$ cat src/hw/rtl/hsv_to_rgb_converter_unit_macros.svh
// Assertion macros for the HSV to RGB converter.
// Included by the RTL files that carry concurrent checks; no other dependencies.
`ifndef HSV_TO_RGB_CONVERTER_UNIT_MACROS_SVH
`define HSV_TO_RGB_CONVERTER_UNIT_MACROS_SVH

`ifndef ASSERT_OFF

// Check a condition at every clock edge outside reset
`define HSV2RGB_ASSERT_ALWAYS(label, clk, rst, cond) \
  label: assert property (@(posedge clk) disable iff (rst) (cond)) \
    else $error("hsv2rgb: check failed");

// Check that an antecedent implies a consequent in the same cycle
`define HSV2RGB_ASSERT_IMPLIES(label, clk, rst, ante, cons) \
  label: assert property (@(posedge clk) disable iff (rst) (ante) |-> (cons)) \
    else $error("hsv2rgb: implication failed");

`else

`define HSV2RGB_ASSERT_ALWAYS(label, clk, rst, cond)
`define HSV2RGB_ASSERT_IMPLIES(label, clk, rst, ante, cons)

`endif

`endif

$ cat src/hw/rtl/hsv2rgb_pkg.sv
// Package for the HSV to RGB converter: widths, fixed-point constants,
// payload structs and sector codes. No dependencies.
`timescale 1ns / 1ps

package hsv2rgb_pkg;

  // Field widths
  localparam int COLOR_BITS = 8;
  localparam int HUE_BITS   = 10;

  // Angle constants
  localparam int FULL_DEG    = 360;
  localparam int SECTOR_DEG  = 60;
  localparam int NUM_SECTORS = 6;

  localparam int COLOR_MAX  = (1 << COLOR_BITS) - 1;
  localparam int WRAP_COUNT = ((1 << HUE_BITS) - 1) / FULL_DEG;
  localparam int DEG_W      = $clog2(FULL_DEG);
  localparam int SECTOR_W   = $clog2(NUM_SECTORS);
  localparam int FRAC_W     = $clog2(SECTOR_DEG);

  // Every level is v * num / DEN with DEN = 60 * M
  localparam int DEN      = SECTOR_DEG * COLOR_MAX;
  localparam int NUM_W    = $clog2(DEN + 1);
  localparam int SF_W     = COLOR_BITS + FRAC_W;
  localparam int PROD_W   = COLOR_BITS + NUM_W;

  // Exact floor division by DEN as a reciprocal multiply and shift
  localparam int RECIP_SHIFT = PROD_W + NUM_W;
  localparam int RECIP_W     = PROD_W + 2;
  localparam int SCALED_W    = PROD_W + RECIP_W;
  localparam longint unsigned RECIP_FULL =
    ((64'd1 << RECIP_SHIFT) + longint'(DEN) - 64'd1) / longint'(DEN);
  localparam logic [RECIP_W-1:0] RECIP = RECIP_W'(RECIP_FULL);

  // 60-degree hue sectors
  typedef enum logic [SECTOR_W-1:0] {
    SECTOR_RED_YELLOW    = 3'd0,
    SECTOR_YELLOW_GREEN  = 3'd1,
    SECTOR_GREEN_CYAN    = 3'd2,
    SECTOR_CYAN_BLUE     = 3'd3,
    SECTOR_BLUE_MAGENTA  = 3'd4,
    SECTOR_MAGENTA_RED   = 3'd5
  } sector_t;

  // Request payload
  typedef struct packed {
    logic [HUE_BITS-1:0]   hue;
    logic [COLOR_BITS-1:0] saturation;
    logic [COLOR_BITS-1:0] brightness;
  } hsv_t;

  // Result payload
  typedef struct packed {
    logic [COLOR_BITS-1:0] red;
    logic [COLOR_BITS-1:0] green;
    logic [COLOR_BITS-1:0] blue;
  } rgb_t;

endpackage

$ cat src/hw/rtl/hsv_to_rgb_converter_unit.sv
// Throughput: one request per cycle; set by the six-stage pipeline with one
// shared enable, which holds every stage while a result waits on color_ready.
// Reset (rst, synchronous) clears the valid bits only; no clearing pass.
// Depends on hsv2rgb_pkg and hsv_to_rgb_converter_unit_macros.svh.
`timescale 1ns / 1ps
`include "hsv_to_rgb_converter_unit_macros.svh"

module hsv_to_rgb_converter_unit (
  input  logic               clk,
  input  logic               rst,
  input  logic               pixel_valid,
  output logic               pixel_ready,
  input  hsv2rgb_pkg::hsv_t  pixel,
  output logic               color_valid,
  input  logic               color_ready,
  output hsv2rgb_pkg::rgb_t  color
);

  localparam int CB = hsv2rgb_pkg::COLOR_BITS;
  localparam int HB = hsv2rgb_pkg::HUE_BITS;

  // Pipeline advances whenever the output register is empty or drained;
  // refuse requests while reset is held so none is dropped
  logic advance;
  assign advance     = !color_valid || color_ready;
  assign pixel_ready = advance && !rst;

  // Stage valid bits
  logic vld1, vld2, vld3, vld4, vld5;

  // Stage 1: reduce hue modulo 360
  logic [HB-1:0]                 hue_rem;
  logic [hsv2rgb_pkg::DEG_W-1:0] deg1;
  logic [CB-1:0]                 sat1, bri1;

  always_comb begin
    hue_rem = pixel.hue;
    for (int k = 1; k <= hsv2rgb_pkg::WRAP_COUNT; k++) begin
      if (pixel.hue >= HB'(k * hsv2rgb_pkg::FULL_DEG)) begin
        hue_rem = pixel.hue - HB'(k * hsv2rgb_pkg::FULL_DEG);
      end
    end
  end

  always_ff @(posedge clk) begin
    if (advance) begin
      deg1 <= hsv2rgb_pkg::DEG_W'(hue_rem);
      sat1 <= pixel.saturation;
      bri1 <= pixel.brightness;
    end
  end

  // Stage 2: split the angle into sector and fraction in 1/60 steps
  hsv2rgb_pkg::sector_t           sec_c, sec2;
  logic [hsv2rgb_pkg::FRAC_W-1:0] frac_c, frac2;
  logic [CB-1:0]                  sat2, bri2;

  always_comb begin
    sec_c  = hsv2rgb_pkg::SECTOR_RED_YELLOW;
    frac_c = hsv2rgb_pkg::FRAC_W'(deg1);
    for (int k = 1; k < hsv2rgb_pkg::NUM_SECTORS; k++) begin
      if (deg1 >= hsv2rgb_pkg::DEG_W'(k * hsv2rgb_pkg::SECTOR_DEG)) begin
        sec_c  = hsv2rgb_pkg::sector_t'(hsv2rgb_pkg::SECTOR_W'(k));
        frac_c = hsv2rgb_pkg::FRAC_W'(deg1 - hsv2rgb_pkg::DEG_W'(k * hsv2rgb_pkg::SECTOR_DEG));
      end
    end
  end

  always_ff @(posedge clk) begin
    if (advance) begin
      sec2  <= sec_c;
      frac2 <= frac_c;
      sat2  <= sat1;
      bri2  <= bri1;
    end
  end

  // Stage 3: form s*f and the p numerator 60*(M - s)
  logic [hsv2rgb_pkg::SF_W-1:0]  sf3;
  logic [hsv2rgb_pkg::NUM_W-1:0] pnum3;
  hsv2rgb_pkg::sector_t          sec3;
  logic [CB-1:0]                 bri3;

  always_ff @(posedge clk) begin
    if (advance) begin
      sf3   <= hsv2rgb_pkg::SF_W'(sat2) * hsv2rgb_pkg::SF_W'(frac2);
      pnum3 <= hsv2rgb_pkg::NUM_W'(hsv2rgb_pkg::SECTOR_DEG)
             * (hsv2rgb_pkg::NUM_W'(hsv2rgb_pkg::COLOR_MAX) - hsv2rgb_pkg::NUM_W'(sat2));
      sec3  <= sec2;
      bri3  <= bri2;
    end
  end

  // Stage 4: numerators for q and t, then scale all three by v
  logic [hsv2rgb_pkg::NUM_W-1:0]  qnum, tnum;
  logic [hsv2rgb_pkg::PROD_W-1:0] prod_p4, prod_q4, prod_t4;
  hsv2rgb_pkg::sector_t           sec4;
  logic [CB-1:0]                  bri4;

  assign qnum = hsv2rgb_pkg::NUM_W'(hsv2rgb_pkg::DEN) - hsv2rgb_pkg::NUM_W'(sf3);
  assign tnum = pnum3 + hsv2rgb_pkg::NUM_W'(sf3);

  always_ff @(posedge clk) begin
    if (advance) begin
      prod_p4 <= hsv2rgb_pkg::PROD_W'(bri3) * hsv2rgb_pkg::PROD_W'(pnum3);
      prod_q4 <= hsv2rgb_pkg::PROD_W'(bri3) * hsv2rgb_pkg::PROD_W'(qnum);
      prod_t4 <= hsv2rgb_pkg::PROD_W'(bri3) * hsv2rgb_pkg::PROD_W'(tnum);
      sec4    <= sec3;
      bri4    <= bri3;
    end
  end

  // Stage 5: divide by 60*M, rounding down, via reciprocal multiply
  logic [hsv2rgb_pkg::SCALED_W-1:0] scaled_p, scaled_q, scaled_t;
  logic [CB-1:0]                    lvl_p5, lvl_q5, lvl_t5, bri5;
  hsv2rgb_pkg::sector_t             sec5;

  assign scaled_p = hsv2rgb_pkg::SCALED_W'(prod_p4) * hsv2rgb_pkg::SCALED_W'(hsv2rgb_pkg::RECIP);
  assign scaled_q = hsv2rgb_pkg::SCALED_W'(prod_q4) * hsv2rgb_pkg::SCALED_W'(hsv2rgb_pkg::RECIP);
  assign scaled_t = hsv2rgb_pkg::SCALED_W'(prod_t4) * hsv2rgb_pkg::SCALED_W'(hsv2rgb_pkg::RECIP);

  always_ff @(posedge clk) begin
    if (advance) begin
      lvl_p5 <= scaled_p[hsv2rgb_pkg::RECIP_SHIFT +: CB];
      lvl_q5 <= scaled_q[hsv2rgb_pkg::RECIP_SHIFT +: CB];
      lvl_t5 <= scaled_t[hsv2rgb_pkg::RECIP_SHIFT +: CB];
      sec5   <= sec4;
      bri5   <= bri4;
    end
  end

  // Stage 6: route levels by sector; zero saturation makes p, q and t equal v
  hsv2rgb_pkg::rgb_t color_next;

  always_comb begin
    unique case (sec5)
      hsv2rgb_pkg::SECTOR_RED_YELLOW:   color_next = '{bri5, lvl_t5, lvl_p5};
      hsv2rgb_pkg::SECTOR_YELLOW_GREEN: color_next = '{lvl_q5, bri5, lvl_p5};
      hsv2rgb_pkg::SECTOR_GREEN_CYAN:   color_next = '{lvl_p5, bri5, lvl_t5};
      hsv2rgb_pkg::SECTOR_CYAN_BLUE:    color_next = '{lvl_p5, lvl_q5, bri5};
      hsv2rgb_pkg::SECTOR_BLUE_MAGENTA: color_next = '{lvl_t5, lvl_p5, bri5};
      default:                          color_next = '{bri5, lvl_p5, lvl_q5};
    endcase
  end

  always_ff @(posedge clk) begin
    if (advance) begin
      color <= color_next;
    end
  end

  // Advance valid bits with the data; hold them on a stall
  always_ff @(posedge clk) begin
    if (rst) begin
      vld1        <= 1'b0;
      vld2        <= 1'b0;
      vld3        <= 1'b0;
      vld4        <= 1'b0;
      vld5        <= 1'b0;
      color_valid <= 1'b0;
    end else if (advance) begin
      vld1        <= pixel_valid;
      vld2        <= vld1;
      vld3        <= vld2;
      vld4        <= vld3;
      vld5        <= vld4;
      color_valid <= vld5;
    end
  end

  // Checks
  `HSV2RGB_ASSERT_IMPLIES(a_deg_wrapped, clk, rst, vld1,
    deg1 < hsv2rgb_pkg::DEG_W'(hsv2rgb_pkg::FULL_DEG))
  `HSV2RGB_ASSERT_IMPLIES(a_frac_in_sector, clk, rst, vld2,
    frac2 < hsv2rgb_pkg::FRAC_W'(hsv2rgb_pkg::SECTOR_DEG))
  `HSV2RGB_ASSERT_IMPLIES(a_levels_below_value, clk, rst, vld5,
    (lvl_p5 <= bri5) && (lvl_q5 <= bri5) && (lvl_t5 <= bri5))
  `HSV2RGB_ASSERT_ALWAYS(a_result_from_stage5, clk, rst,
    !(color_valid && !$past(color_valid)) || $past(vld5))

endmodule

$ cat config.mk
export PLATFORM = sky130hd
export DESIGN_NAME = hsv_to_rgb_converter_unit
export DESIGN_NICKNAME = d
export VERILOG_FILES = /design/src/hw/rtl/hsv2rgb_pkg.sv /design/src/hw/rtl/hsv_to_rgb_converter_unit.sv
export VERILOG_INCLUDE_DIRS = /design/src /design/src/hw/rtl
export SDC_FILE = /design/constraint.sdc
export NUM_CORES = 2
export LEC_CHECK = 0
export ABC_AREA = 1
export BUFFER_PORTS_ARGS = -buffer_cell sky130_fd_sc_hd__buf_2
export CORE_ASPECT_RATIO = 1.4
export CORE_MARGIN = 2
export CORE_UTILIZATION = 35
export CTS_CLUSTER_DIAMETER = 100
export DETAILED_ROUTE_END_ITERATION = 10
export PLACE_DENSITY = 0.53
export SLEW_MARGIN = 25
export SYNTH_ARGS = -nofsm -noshare
export SYNTH_HDL_FRONTEND = slang
export SYNTH_SLANG_ARGS = --single-unit
$ cat constraint.sdc
create_clock -name clk -period 6.1 [get_ports clk]
set_input_delay 0.305 -clock clk [delete_from_list [all_inputs] [get_ports clk]]
set_output_delay 0.305 -clock clk [all_outputs]
set_load 0.01 [all_outputs]
==> impl_metrics.ini <==
[yosys]
yosys-top-cells-count = inv_1 (1238), nand2_1 (929), ha_1 (789)
synth_top_area_share_pct = 26.63
synthFlopType = edfxtp_1
syn_avg_cell_area_um2 = 8.551
synth_area_mm2 = 0.04269
yosysMostFrequentCell = inv_1
synthArstFlopShare_pct = 0
yosysSeqAreaShare_pct = 15.75
synth_edf_count = 220
postSynthCellCount = 4993
yosysTopAreaCell = fa_1
synth_seq_cells = 226
yosysUniqueCellTypes = 60
synth.area.top_cells = fa_1 (27%), ha_1 (23%), edfxtp_1 (15%)
synthesis.nets = 6380
ys_warn_count = 0

[placement]
port-buffer-count = 55
hpwlAfterDp_um = 93530
gp_congestion = 0.9054

[setup_path]
r2r_cells = 23
r2r_start = prod_q4[14]
crit_type = reg2reg
cp-start-kind = register
slowest_delay_ps = 550
cp_max_fo = 6
crit_chain = ha_1 > inv_1 > fa_1 > inv_1 > fa_1 > ha_1 > inv_1 > fa_1 > inv_1 > fa_1 > inv_1 > fa_1 > inv_1 > ha_1 > a21oi_1 > a21boi_0 > o21ai_0 > nand2_1 > nand2_1 > nand2_1 > nand3_1 > nand2_1 > nand2_1
cp.required_ps = 6450
regToRegSetupSlack_ps = 370
path_buf_inv = 6
cpMostUsedCell = inv_1
end_kind = register
worstPathArrival_ps = 6080
worst_path_max_delay_cell = edfxtp_1
r2r_end = lvl_q5[6]
critPathTopFamily = adder cells

[finish]
layout-drive-gt1-share_pct = 3.948
area_growth_pct = 8.493
antenna_cells = 0
layout.nets = 6482

[routing]
vias_per_cell = 4.741
wl_per_cell_um = 16.01
vias = 31870
drtAntennaViolNets = 0
drt-pass1-iter-count = 5
routed_wl_um = 107600
drt_iter0_markers = 1290
drc = 0

[clock_network]
htree_levels = 1
cts_resized = 0
cts_buffers = 29
clk_pin_slew_worst_paths_ps = 70
clock-sinks = 226
cts_tree = built
insertion_delay_ps = 620
clockRootBuffer = clkbuf_16
clk_path_buf_depth = 3

[min_path]
hold_start = color_ready
hp-class = in2reg
min_to = vld4
holdPathStages = 4

[grt]
grt_usage_pct = 17.77
grt_antenna_before_repair = 1
grt_pass1_vias = 34740
grt_pass1_wl_um = 177500
overflow = 0
grt_max_degree = 87

[die]
ios = 56
core_area_mm2 = 0.1211
dieArea_mm2 = 0.1248
rows = 151
die_w_um = 299.2
start_util_pct = 35.25
fp.dieH_um = 417.3

[timing]
relSlewSlack_pct = 46.05
fin_worst_skew_ps = 33.66
max_freq_mhz = 174.5
setup_tns_ps = 0
finalCritPeriodShare_pct = 93.93
worst_slew_pin_slew_ps = 808.4
grt_setup_unrepaired = no
final.min_clock_period_ps = 5730
slew_viol_final = 0
hold_viol = 0
setup_violations = 0

[run_status]
status = completed

[flow_run]
max-cap-violations = 0
-- registers in the layout, summed over array words and instances, names as in the netlist, 9 cells and up --
signal	flops
color	24
deg1	9
pnum3	12
prod_p4	20
prod_q4	22
prod_t4	21
sf3	14
-- final cells by class --
class / count / area, µm²
fill: 12410 / 74780
multi-input combinational: 3461 / 31050
tap: 1606 / 2009
clock inverter: 21 / 220.2
sequential: 226 / 6726
timing repair buffer: 130 / 897.1
inverter: 1247 / 4688
clock buffer: 31 / 733.2
-- tightest hold or removal path, delay by kind of cell --
kind | cells | cell delay [ps]
simple gates | 2 | 260
compound gates | 1 | 60
buf+inv | 1 | 70
-- kinds of logic (layout without fill, tap and decap cells) --
| group | after synthesis | in the layout | synth area share, % |
|---|---|---|---|
| compound gates | 443 | 443 | 5.911 |
| buf+inv | 1306 | 1429 | 11.53 |
| fa+ha+maj | 1357 | 1357 | 49.76 |
| xor+xnor | 98 | 98 | 2.160 |
| simple gates | 1563 | 1563 | 14.89 |
| flops | 226 | 226 | 15.75 |
-- metrics by stage --
step | setup slack (ps) | instance area (µm²) | util, % | hold slack [ps] | cells
finish | 370.0 | 46320 | 38.25 | 126.4 | 6722
global route | 49.61 | 46320 | 38.25 | 130.9 | 6722
CTS | 315.2 | 46310 | 38.24 | 87.24 | 6721
detailed placement | 347.0 | 45140 | 37.27 | 404.5 | 6647
global placement | 361.8 | 45140 | 37.27 | 400.8 | 6647
floorplan | 731.6 | 42690 | - | 374.1 | 4993
-- cell usage in the layout (no fill, tap or decap), types with 6 or more instances in the layout --
cell type	n
inv_2	7
clkbuf_16	29
nor3_1	35
edfxtp_1	220
a21o_1	22
inv_1	1237
a21oi_1	214
o21ai_1	7
dfxtp_1	6
nand2_1	929
nand3_1	120
a22oi_1	16
a21boi_0	6
xor2_1	66
nand4_1	58
a31oi_1	10
xnor2_1	25
nor4_1	8
o21ai_0	108
o21bai_1	24
o22ai_1	6
ha_1	789
buf_4	52
fa_1	568
buf_2	55
nor2_1	384
or2_2	7
dlygate4sd3_1	22
-- per-layer routing --
| layer | part of all wire (%) | global-route usage, % |
|---|---|---|
| met3 | 2.4 | 1.098 |
| met2 | 53 | 34.46 |
| met4 | 3.3 | 5.398 |
| met1 | 41 | 20.65 |
| met5 | 0 | 0 |
-- worst max-delay path by stage --
stage | from | to | cells past startpoint
after floorplan | color_valid | bri1[0] | 3
after global placement | pnum3[2] | prod_t4[19] | 25
after detailed placement | pnum3[2] | prod_t4[19] | 23
after CTS | pnum3[2] | prod_t4[19] | 23
after global routing | sf3[2] | prod_t4[19] | 23
final | prod_q4[14] | lvl_q5[6] | 23
-- timing repair --
| item | 4_1_cts | 5_1_grt |
|---|---|---|
| setup endpoints to repair | 0 | 1 |
| endpoints found under the hold margin | 26 | 0 |
| buffers inserted | 0 | 1 |
| hold buffers | 22 | 0 |
Power is not shown: default switching activity piles up to over one toggle a cycle in this logic, so the estimate is an artifact.
